===== src/hw/rtl/awl_pkg.sv =====
// Shared types, constants and helpers for the activation window limiter.
package awl_pkg;

  localparam int TimeW      = 64;
  localparam int WinW       = 16;
  localparam int RankFieldW = 2;
  localparam int CfgIdxW    = 2;

  localparam int FourDepth = 4;
  localparam int FourPtrW  = 2;
  localparam int FourCntW  = 3;
  localparam int WideDepth = 32;
  localparam int WidePtrW  = 5;
  localparam int WideCntW  = 6;

  localparam logic [WinW-1:0] FourWinReset = 16'd32;
  localparam logic [WinW-1:0] WideWinReset = 16'd320;

  typedef enum logic [CfgIdxW-1:0] {
    RegFourWin = 2'd0,
    RegWideWin = 2'd1,
    RegGddr    = 2'd2
  } cfg_reg_e;

  // Outcome of one queue evaluation; pointers and counts sized for the
  // deeper queue, the four-entry queue uses the low bits.
  typedef struct packed {
    logic                blocks;
    logic                wr_en;
    logic                ovf;
    logic [WidePtrW-1:0] head_nx;
    logic [WideCntW-1:0] cnt_nx;
    logic [WidePtrW-1:0] wr_ptr;
    logic [TimeW-1:0]    wr_data;
  } q_upd_t;

  // time + window, clamped at all ones
  function automatic logic [TimeW-1:0] sat_add(input logic [TimeW-1:0] t,
                                               input logic [WinW-1:0] w);
    logic [TimeW:0] s;
    s = {1'b0, t} + {{(TimeW + 1 - WinW){1'b0}}, w};
    return s[TimeW] ? {TimeW{1'b1}} : s[TimeW-1:0];
  endfunction

endpackage


===== src/hw/rtl/awl_expiry_mem.sv =====
// Expiry time store: one write port, one registered read port with write bypass.
module awl_expiry_mem #(
  parameter int Entries = 16,
  parameter int AddrW   = 4
) (
  input  logic                       clk_i,
  input  logic                       wr_en_i,
  input  logic [AddrW-1:0]           wr_addr_i,
  input  logic [awl_pkg::TimeW-1:0]  wr_data_i,
  input  logic                       rd_en_i,
  input  logic [AddrW-1:0]           rd_addr_i,
  output logic [awl_pkg::TimeW-1:0]  rd_data_o
);

  logic [awl_pkg::TimeW-1:0] mem_q [Entries];
  logic [awl_pkg::TimeW-1:0] rd_q;
  logic [awl_pkg::TimeW-1:0] byp_data_q;
  logic                      byp_q;

  always_ff @(posedge clk_i) begin
    if (wr_en_i) begin
      mem_q[wr_addr_i] <= wr_data_i;
    end
  end

  // a read that lands on the entry written in the same cycle takes the new data
  always_ff @(posedge clk_i) begin
    if (rd_en_i) begin
      rd_q       <= mem_q[rd_addr_i];
      byp_q      <= wr_en_i && (wr_addr_i == rd_addr_i);
      byp_data_q <= wr_data_i;
    end
  end

  assign rd_data_o = byp_q ? byp_data_q : rd_q;

endmodule


===== config.mk =====
export PLATFORM = sky130hd
export DESIGN_NAME = awl_expiry_mem
export DESIGN_NICKNAME = d
export VERILOG_FILES = /design/src/hw/rtl/awl_pkg.sv /design/src/hw/rtl/awl_expiry_mem.sv
export SDC_FILE = /design/constraint.sdc
export NUM_CORES = 1
export LEC_CHECK = 0
export BUFFER_PORTS_ARGS = -buffer_cell sky130_fd_sc_hd__buf_4
export CAP_MARGIN = 20
export CELL_PAD_IN_SITES_DETAIL_PLACEMENT = 0
export CELL_PAD_IN_SITES_GLOBAL_PLACEMENT = 2
export CORE_ASPECT_RATIO = 0.9
export CORE_MARGIN = 1.5
export CORE_UTILIZATION = 40
export DETAILED_ROUTE_END_ITERATION = 12
export GPL_TIMING_DRIVEN = 0
export PLACE_DENSITY_LB_ADDON = 0.1
export SLEW_MARGIN = 20
export SYNTH_ARGS = -nofsm -noshare
export SYNTH_HDL_FRONTEND = slang
export SYNTH_SLANG_ARGS = --single-unit

===== constraint.sdc =====
create_clock -name clk_i -period 19.5 [get_ports clk_i]
set_input_delay 2.925 -clock clk_i [delete_from_list [all_inputs] [get_ports clk_i]]
set_output_delay 2.925 -clock clk_i [all_outputs]
set_load 0.02 [all_outputs]

==> results.ini <==
[job]
drv_cap = 0

[timing]
fmax_mhz = 169
setup_viol = 0
hold_ws_ns = 0.738
rsz0062_at_grt = false
period_minus_slack_ns = 5.91
tns_ns = 0
drv_slew = 0
hold_viol = 0
fin_ws_ns = 13.59
post-route-period-util = 0.303
tightest_slew_ns = 1.02
skew_ns = 0.0101
relSlewSlack = 0.321

[setup_path]
arrival_ns = 2.98
crit_family = buffers and inverters
crit_type = register to output port
critPathBufInv = 3
cp_slowest_stage_delay_ns = 0.79
critPathSlowestCell = clkbuf_1
r2r_slack_ns = 17.95
cp-start-kind = register
reg2reg_to = rd_q[17]
r2r_start = mem_q[11][17]
reg2reg_depth = 3
path_cells = clkbuf_2, clkbuf_1, mux2_2, buf_4
endpoint_kind = output port
critPathMaxFanout = 10
critPathRequiredTime_ns = 16.57

[finish]
nets = 2217
area_delta_synth_final_pct = 19.0
layout_common_cells = 1153 x edfxtp_1, 256 x mux4_2, 175 x buf_4, 128 x a22oi_1, 124 x clkbuf_16
final_layout_size_suffix_gt1_frac = 0.345
seqCellArea_sq_um = 34600
diodes = 0
final_cells = 3618
multiInputGateArea_sq_um = 7980
fillers = 8581
final_common_cell = edfxtp_1

[route]
drt_iter0_drc = 1720
post_drt_via_cell_ratio = 5.50
vias = 19917
drc = 0
drtAntennaViolNets = 0
wl_um = 103000
drt_pass1_iterations = 7
wl_per_cell_um = 28.6

[power_and_ir_drop]
switchingPower_mw = 1.12
p_sw_frac = 0.209
combinationalPowerShare = 0.059
clockPowerShare = 0.414
p_per_area_nw_per_um2 = 104
p_leak_nw = 16.5
ir_worst_vdd_mv = 0.0772
totalPowerFinal_mw = 5.34
power.internal_mw = 4.22
sequentialPowerShare = 0.527

[placed_design]
io_buffers = 134
dpl.cell_count = 3401
place_ws_ns = 14.05
routabilityCongestion = 0.693
hpwl_um = 66600

[clock_network]
clk_pin_slew_worst_paths_ns = 0.06
cts_tree = built
numCtsBuffers = 119
cts-root-buf = clkbuf_16
postCtsHoldBufs = 0
worstSkewPairLatency_ns = 0.69
cts_setup_buffers = 0
cts_resized = 0
cts_max_level = 3
clock_path_buffers = 3
clock_sinks = 1153

[floorplan]
fp.dieW_um = 349
core_region_area_sq_um = 106000
dieHeight_um = 314
pin_count = 139
die-area_sq_um = 109000
start_util = 0.405
std_cell_rows = 113

[logic_synthesis]
netlist_area_sq_um = 43000
syn_nets = 1867
syn_inst = 1792
yosysTopAreaCell = edfxtp_1
synthTopCellsByArea = edfxtp_1 81%, mux4_2 13%, a22oi_1 2.2%
seq_area_frac_synth = 0.806
yosysUniqueCellTypes = 21
synth_warnings = 0
syn_avg_cell_area_sq_um = 24.0
synthDominantCellAreaShare = 0.806
ys_seq_elements = 1153

[global_route]
grt_pass1_wl_um = 149000
grt_antenna_before_repair = 3
grt_use_total = 0.192
grt_pass1_vias = 20889
overflow = 0
grt_start_max_net_pins = 54

[min_path]
holdPathStages = 3
hp-start = mem_q[12][42]
whs_endpoint = rd_q[42]
hold_path.class = register to register

[run_status]
outcome = finished clean

-- worst max path at each step --
| stage | startpoint | to | cells past startpoint |
|---|---|---|---|
| final | byp_q | rd_data_o[21] | 4 |
| after global routing | byp_q | rd_data_o[4] | 4 |
| after CTS | byp_q | rd_data_o[21] | 4 |
| after detailed placement | wr_addr_i[3] | mem_q[4][13] | 7 |
| after global placement | wr_addr_i[2] | mem_q[8][19] | 3 |
| after floorplan | wr_addr_i[2] | mem_q[0][0] | 2 |
-- Yosys cell counts, drive strengths merged --
| cell | n |
|---|---|
| or3b | 1 |
| nor4 | 1 |
| buf | 48 |
| xor2 | 3 |
| nand2b | 2 |
| xnor2 | 1 |
| edfxtp | 1153 |
| and2 | 1 |
| nor2 | 13 |
| nand3 | 1 |
| nand3b | 2 |
| mux4 | 256 |
| clkbuf | 46 |
| nor2b | 2 |
| nor3 | 4 |
| nand2 | 66 |
| mux2 | 64 |
| a22oi | 128 |
-- flip-flops by register name, indices dropped and copies added, names as in the netlist --
name / cells
byp_data_q: 64
byp_q: 1
mem_q: 1024
rd_q: 64
-- per-layer routing --
layer  vias to the layer above  GRT usage  share of wire
met2                       521      0.299           0.47
met1                     10834      0.279           0.45
met4                         6     0.0458          0.020
met5                         -          0        0.00032
met3                       151     0.0383          0.056
li1                       8405          -              -
-- power by group through the flow --
stage | clock network (mW) | logic (mW) | registers [mW]
detailed placement | 0 | 0.323 | 2.87
global route | 2.36 | 0.340 | 2.82
global placement | 0 | 0.304 | 2.87
finish | 2.21 | 0.315 | 2.81
CTS | 2.27 | 0.324 | 2.82
floorplan | 0 | 0.166 | 2.87
-- stage by stage --
step / utilization / cell area [sq um]
2_1_floorplan: - / 43000
3_3_place_gp: 0.431 / 45700
3_5_place_dp: 0.447 / 47300
4_1_cts: 0.483 / 51200
5_1_grt: 0.483 / 51200
6_report: 0.483 / 51200
-- kinds of logic after synthesis --
kind of cell,share of synthesized area
compound gates,0.0224
xor+xnor,0.000815
buf+inv,0.0114
flops,0.806
mux,0.151
simple gates,0.00891
-- worst min-delay path, stage by stage, from the launching register on --
cell and delay, ns:
edfxtp_1 0.31, mux4_2 0.22, a22oi_1 0.05, nand2_1 0.05
-- final cells by class --
type	instances	share of cell area
Timing Repair Buffer	229	0.0494
Sequential cell	1153	0.677
Multi-Input combinational cell	545	0.156
Clock buffer	142	0.0620
Clock inverter	75	0.0126
Buffer	94	0.00964
Tap cell	1380	0.0337
Note: power is estimated with default switching activity, not from simulation.
