`src/hw/rtl/awl_pkg.sv`:
```
// Shared types, constants and helpers for the activation window limiter.
package awl_pkg;

  localparam int TimeW      = 64;
  localparam int WinW       = 16;
  localparam int RankFieldW = 2;
  localparam int CfgIdxW    = 2;

  localparam int FourDepth = 4;
  localparam int FourPtrW  = 2;
  localparam int FourCntW  = 3;
  localparam int WideDepth = 32;
  localparam int WidePtrW  = 5;
  localparam int WideCntW  = 6;

  localparam logic [WinW-1:0] FourWinReset = 16'd32;
  localparam logic [WinW-1:0] WideWinReset = 16'd320;

  typedef enum logic [CfgIdxW-1:0] {
    RegFourWin = 2'd0,
    RegWideWin = 2'd1,
    RegGddr    = 2'd2
  } cfg_reg_e;

  // Outcome of one queue evaluation; pointers and counts sized for the
  // deeper queue, the four-entry queue uses the low bits.
  typedef struct packed {
    logic                blocks;
    logic                wr_en;
    logic                ovf;
    logic [WidePtrW-1:0] head_nx;
    logic [WideCntW-1:0] cnt_nx;
    logic [WidePtrW-1:0] wr_ptr;
    logic [TimeW-1:0]    wr_data;
  } q_upd_t;

  // time + window, clamped at all ones
  function automatic logic [TimeW-1:0] sat_add(input logic [TimeW-1:0] t,
                                               input logic [WinW-1:0] w);
    logic [TimeW:0] s;
    s = {1'b0, t} + {{(TimeW + 1 - WinW){1'b0}}, w};
    return s[TimeW] ? {TimeW{1'b1}} : s[TimeW-1:0];
  endfunction

endpackage

```
`src/hw/rtl/awl_queue_step.sv`:
```
// Check and record logic for one rank's expiry queue.
module awl_queue_step #(
  parameter int Depth = 4
) (
  input  logic [$clog2(Depth)-1:0]  head_ptr_i,
  input  logic [$clog2(Depth):0]    count_i,
  input  logic [awl_pkg::TimeW-1:0] head_val_i,
  input  logic [awl_pkg::TimeW-1:0] time_i,
  input  logic [awl_pkg::WinW-1:0]  window_i,
  input  logic                      record_i,
  output awl_pkg::q_upd_t           upd_o
);

  localparam int PtrW = $clog2(Depth);
  localparam int CntW = PtrW + 1;
  localparam logic [CntW-1:0] DepthC = CntW'(Depth);

  logic            full;
  logic            expired;
  logic            pop;
  logic [CntW-1:0] c0;
  logic [CntW-1:0] c1;
  logic [PtrW-1:0] h1;
  logic [PtrW-1:0] head_nx;
  logic [PtrW-1:0] wr_ptr;
  logic [CntW-1:0] cnt_nx;
  logic            ovf;

  always_comb begin
    full    = (count_i >= DepthC);
    c0      = full ? DepthC : count_i;
    expired = (time_i >= head_val_i);
    pop     = (c0 != '0) && expired;
    h1      = pop ? head_ptr_i + 1'b1 : head_ptr_i;
    c1      = pop ? c0 - 1'b1 : c0;
    if (c1 == DepthC) begin
      // still full: newest replaces oldest
      wr_ptr  = h1;
      head_nx = h1 + 1'b1;
      cnt_nx  = DepthC;
      ovf     = 1'b1;
    end else begin
      wr_ptr  = h1 + c1[PtrW-1:0];
      head_nx = h1;
      cnt_nx  = c1 + 1'b1;
      ovf     = 1'b0;
    end

    upd_o.blocks  = full && !expired;
    upd_o.wr_en   = record_i;
    upd_o.ovf     = record_i && ovf;
    upd_o.head_nx = (awl_pkg::WidePtrW)'(record_i ? head_nx : head_ptr_i);
    upd_o.cnt_nx  = (awl_pkg::WideCntW)'(record_i ? cnt_nx : count_i);
    upd_o.wr_ptr  = (awl_pkg::WidePtrW)'(wr_ptr);
    upd_o.wr_data = awl_pkg::sat_add(time_i, window_i);
  end

endmodule

```
`config.mk`:
```
export PLATFORM = sky130hd
export DESIGN_NAME = awl_queue_step
export DESIGN_NICKNAME = d
export VERILOG_FILES = /design/src/hw/rtl/awl_pkg.sv /design/src/hw/rtl/awl_queue_step.sv
export SDC_FILE = /design/constraint.sdc
export NUM_CORES = 1
export LEC_CHECK = 0
export ABC_AREA = 1
export BUFFER_PORTS_ARGS = -buffer_cell sky130_fd_sc_hd__buf_2
export CAP_MARGIN = 10
export CORE_MARGIN = 4
export CORE_UTILIZATION = 40
export DETAILED_ROUTE_END_ITERATION = 6
export PLACE_DENSITY = 0.75
export SLEW_MARGIN = 5
export SYNTH_ARGS = -nofsm -noshare
export SYNTH_HDL_FRONTEND = slang
export SYNTH_SLANG_ARGS = --single-unit
```
`constraint.sdc`:
```
create_clock -name vclk -period 5.1
set_clock_uncertainty 0.2 [all_clocks]
set_input_delay 0 -clock vclk [all_inputs]
set_output_delay 0 -clock vclk [all_outputs]
set_load 0.02 [all_outputs]
```
==> flow_metrics.py, run 1 <==
metrics = {
    "global_route": {
        "grt_max_degree": 43,
        "grt_pass1_vias": 6139,
        "grt_pass1_wl_um": 28600,
        "track_usage": 0.231,
        "overflow": 0,
        "antenna_found_initial": 0,
    },
    "hold_path": {
        "hold_class": "in2out",
        "whs_path_depth": 2,
        "min-delay-start": "record_i",
        "whs_endpoint": "upd_o[81]",
    },
    "sta": {
        "max_freq_mhz": 283,
        "fin_tns_setup_ns": 0,
        "slew_violations": 0,
        "maxSlewHeadroom": 0.373,
        "period_minus_slack_ns": 3.53,
        "worst_pin_slew_ns": 0.940,
        "setup_violations": 0,
        "hold_viol": 0,
        "fin_crit_sh": 0.692,
        "rsz0062_at_grt": "false",
    },
    "placement": {
        "placed_area_mm2": 0.00644,
        "portBuffers": 224,
        "hpwl_um": 16400,
        "gp_congestion": 0.967,
    },
    "detailed_routing": {
        "wire_per_inst_um": 13.6,
        "route.vias.total": 6641,
        "dr.first_iter.drc_count": 327,
        "finalWirelength_um": 18100,
        "drt_pass1_iterations": 5,
        "ant_nets": 0,
        "drc": 0,
        "viasPerCell": 4.97,
    },
    "cts": {
        "cts_resized": 0,
        "cts_setup_buffers": 0,
        "cts_hold_buffers": 0,
    },
    "final_layout": {
        "finalNetCount": 1401,
        "drive_gt1_frac": 0.255,
        "seq_area_um2": 0,
        "diodes": 0,
        "multiInputGateArea_mm2": 0.00435,
        "design_area_mm2": 0.00644,
        "fin_util": 0.506,
        "clkbuf_count": 0,
        "seq_cells": 0,
        "synthToLayoutAreaGrowth_pct": 23.2,
        "n_fill_cell": 1437,
    },
    "floorplan": {
        "pin_count": 233,
        "die_y_um": 122,
        "die_x_um": 122,
        "core_mm2": 0.0127,
        "rows": 41,
        "dieArea_mm2": 0.0150,
        "initial_core_util": 0.411,
    },
    "yosys": {
        "synthCells": 950,
        "syn_avg_cell_area_um2": 5.50,
        "netlist_top_cells_count": "nand2_1, inv_1, nor2_1, ha_1, a21oi_1",
        "yosys.cell_count.top_type": "nand2_1",
        "syn_area_mm2": 0.00523,
        "synth_top_area_frac": 0.201,
        "synth_top_area_cell": "ha_1",
        "synth_warnings": 0,
        "synth_area_leaders": "ha_1, nand2_1, inv_1",
        "yosysUniqueCellTypes": 40,
        "synth.yosys.seq_area_share": 0,
    },
    "critical_path": {
        "critical_path_class": "in2out",
        "critPathLaunchType": "primary input",
        "cp.required_ns": 4.90,
        "arrival_ns": 3.33,
        "end_kind": "primary output",
        "cp_max_fo": 42,
    },
    "flow_run": {
        "cap_viol_max_count": 0,
    },
    "run_status": {
        "outcome": "finished, final reports clean",
    },
    "power": {
        "power.density_mw_per_mm2": 91.0,
        "p_leak_nw": 3.86,
        "max-vdd-ir-drop_mv": 0.0495,
    },
}
-- placed cells by master, fill, tap and decap left out, types with 2 or more instances in the layout --
| cell | instances |
|---|---|
| xor2_1 | 14 |
| o21a_1 | 4 |
| buf_2 | 224 |
| nand2_1 | 247 |
| or2_2 | 23 |
| o21ai_2 | 6 |
| nor3_1 | 24 |
| nor4_1 | 16 |
| o21ai_0 | 27 |
| nor2_1 | 102 |
| conb_1 | 9 |
| nand4_1 | 29 |
| inv_1 | 197 |
| o31ai_1 | 2 |
| xnor2_1 | 8 |
| nand3_2 | 35 |
| a21oi_1 | 47 |
| a21o_1 | 4 |
| nand3b_1 | 3 |
| nand3_1 | 41 |
| ha_1 | 84 |
| and3_1 | 2 |
-- where the power goes --
group,internal (W),total [W],leakage [nW],switching [W]
registers,0,0,0,0
clock network,0,0,0,0
logic,0.000217,0.000586,3.86,0.000369
-- cells by family after synthesis --
family	Yosys count	synth area share
AOI/OAI and AO/OA	98	0.109
xor gates and xnor gates	22	0.0369
adders and majority gates	85	0.205
buffers and inverters	217	0.173
other	1	0.000718
and+or+nand+nor	527	0.475
-- through the flow --
stage	power, W	setup WS (ns)	hold slack (ns)	instances
2_1_floorplan	0.000385	2.66	-0.0874	958
3_3_place_gp	0.000580	1.65	0.120	1336
3_5_place_dp	0.000585	1.58	0.121	1336
4_1_cts	0.000588	1.57	0.123	1336
5_1_grt	0.000660	1.27	0.141	1336
6_report	0.000586	1.57	0.121	1336
-- routing by layer --
layer / up-vias / GRT usage / part of all wire
met5: - / 0 / 0
met2: 241 / 0.395 / 0.45
li1: 3454 / - / -
met4: 0 / 0.0385 / 0.019
met1: 2922 / 0.318 / 0.45
met3: 24 / 0.0230 / 0.077
-- final cells by class --
cell class / instances / share of cell area
well taps: 172 / 0.0334
multi-input cells: 741 / 0.676
inverters: 198 / 0.115
repair buffers: 225 / 0.175
-- critical path, stage by stage --
cell and delay [ns]:
buf_2 0.09, ha_1 0.15, inv_1 0.05, fa_1 0.38, nand3b_1 0.18, nand2_2 0.11, nand2_1 0.06, nand3_2 0.09
a21oi_2 0.10, o21ai_4 0.23, nand3_2 0.10, or4_2 1.04, buf_4 0.43, nand2_1 0.10, buf_2 0.16
-- how the worst max path moves through the flow --
stage               from         to  slack (ns)  cells past startpoint
4_1_cts        time_i[0]  upd_o[12]        1.57                     15
5_1_grt        time_i[0]  upd_o[11]        1.27                     15
3_5_place_dp   time_i[0]  upd_o[12]        1.58                     15
3_3_place_gp   time_i[0]  upd_o[54]        1.65                     15
6_report       time_i[0]  upd_o[12]        1.57                     15
2_1_floorplan  time_i[0]  upd_o[38]        2.66                     14
Power figures use the tool's default switching activity.
==> run 2: changes to the inputs <==
clock period = 3.4 ns   (was 5.1 ns; I/O delays follow)
==> run 2 against run 1 <==
Compared with the run above: core utilization rose by 0.12 points; critical path depth did not move; clock-buffer cell count did not move; first-iteration DRC count rose by 17%; highest routed layer unchanged; largest power group unchanged; sequential cell count did not move; wire length rose by 0.39%; worst hold slack got worse by 0.0029 ns; die area did not move.
==> flow_metrics.py, run 2 (synthesis results as in run 1) <==
metrics = {
    "power": {
        "power.density_mw_per_mm2": 137,
        "p_int_w": 0.000328,
        "pwr-share-seq": 0,
        "p_clk_frac": 0,
        "switching_share": 0.628,
        "max-vdd-ir-drop_mv": 0.0769,
        "p_leak_nw": 3.87,
        "power_frac_comb": 1.000,
        "power.switching_w": 0.000553,
    },
    "cts": {
        "cts_setup_buffers": 0,
        "cts_resized": 0,
        "cts_hold_buffers": 0,
    },
    "floorplan": {
        "initial_core_util": 0.411,
        "dieArea_mm2": 0.0150,
        "die_x_um": 122,
        "pin_count": 233,
        "die_y_um": 122,
        "core_mm2": 0.0127,
        "rows": 41,
    },
    "placement": {
        "portBuffers": 224,
        "dpl.cell_count": 1338,
        "hpwl_um": 16400,
        "gp_congestion": 0.941,
        "placed_area_mm2": 0.00645,
    },
    "detailed_routing": {
        "route.vias.total": 6720,
        "dr.first_iter.drc_count": 383,
        "ant_nets": 0,
        "viasPerCell": 5.02,
        "wire_per_inst_um": 13.6,
        "finalWirelength_um": 18200,
        "drt_pass1_iterations": 5,
        "drc": 0,
    },
    "global_route": {
        "grt_pass1_wl_um": 28200,
        "track_usage": 0.229,
        "grt_max_degree": 48,
        "grt_pass1_vias": 6054,
        "antenna_found_initial": 0,
        "overflow": 0,
    },
    "sta": {
        "worst_pin_slew_ns": 0.684,
        "rsz0062_at_grt": "false",
        "hold_viol": 0,
        "max_freq_mhz": 324,
        "slew_violations": 0,
        "fin_crit_sh": 0.909,
        "fin_tns_setup_ns": 0,
        "setup_violations": 0,
        "maxSlewHeadroom": 0.544,
        "period_minus_slack_ns": 3.09,
    },
    "final_layout": {
        "diodes": 0,
        "final_common_cell": "nand2_1",
        "n_fill_cell": 1440,
        "design_area_mm2": 0.00645,
        "seq_cells": 0,
        "finalNetCount": 1403,
        "multiInputGateArea_mm2": 0.00435,
        "synthToLayoutAreaGrowth_pct": 23.5,
        "most-common-layout-cells": "nand2_1, buf_2, inv_1",
        "drive_gt1_frac": 0.256,
        "clkbuf_count": 0,
        "seq_area_um2": 0,
        "layoutNonFillerInstCount": 1338,
    },
    "hold_path": {
        "hold_class": "in2out",
        "min-delay-start": "head_ptr_i[0]",
    },
    "critical_path": {
        "critPathLaunchType": "primary input",
        "end_kind": "primary output",
        "cp_max_fo": 47,
        "cp-startpoint": "time_i[0]",
        "arrival_ns": 2.89,
        "critical_path_class": "in2out",
        "cp.required_ns": 3.20,
    },
    "run_status": {
        "outcome": "finished, final reports clean",
    },
    "flow_run": {
        "cap_viol_max_count": 0,
    },
}
==> run 2: final cells by class <==
cell class / count / share of cell area
multi-input cells: 741 / 0.674
inverters: 198 / 0.115
repair buffers: 227 / 0.177
well taps: 172 / 0.0334
==> run 2: power groups by stage <==
stage / clock network, W / logic (W) / registers [W]
after global placement: 0 / 0.000868 / 0
after detailed placement: 0 / 0.000878 / 0
after CTS: 0 / 0.000882 / 0
after global routing: 0 / 0.000988 / 0
final: 0 / 0.000881 / 0
after floorplan: 0 / 0.000578 / 0
==> run 2: final timing paths <==
path | to | slack [ns] | depth (start not counted)
worst min-delay path | upd_o[64] | 0.12 | 3
worst max-delay path | upd_o[36] | 0.31 | 15
==> run 2: routing by layer <==
metal | part of all wire | GRT usage | vias to the layer above
li1 | - | - | 3467
met1 | 0.46 | 0.324 | 3013
met2 | 0.46 | 0.393 | 224
met3 | 0.074 | 0.0161 | 16
met4 | 0.012 | 0.0245 | 0
met5 | 0 | 0 | -
==> run 2: critical path, stage by stage <==
cell and delay [ns]:
buf_2 0.09, ha_1 0.15, inv_1 0.05, fa_1 0.39, nand3b_1 0.19, nand2_2 0.11
nand2_1 0.07, nand3_2 0.09, a21oi_2 0.10, o21ai_4 0.23, nand3_2 0.11, or4_2 0.57
buf_4 0.37, o21ai_0 0.16, buf_2 0.19
==> run 2: stage by stage <==
stage | power, W | setup WS [ns] | hold slack [ns] | utilization
2_1_floorplan | 0.000578 | 0.961 | -0.0874 | -
3_3_place_gp | 0.000868 | 0.430 | 0.113 | 0.507
3_5_place_dp | 0.000878 | 0.344 | 0.113 | 0.507
4_1_cts | 0.000882 | 0.335 | 0.118 | 0.507
5_1_grt | 0.000988 | 0.125 | 0.135 | 0.507
6_report | 0.000881 | 0.311 | 0.119 | 0.507
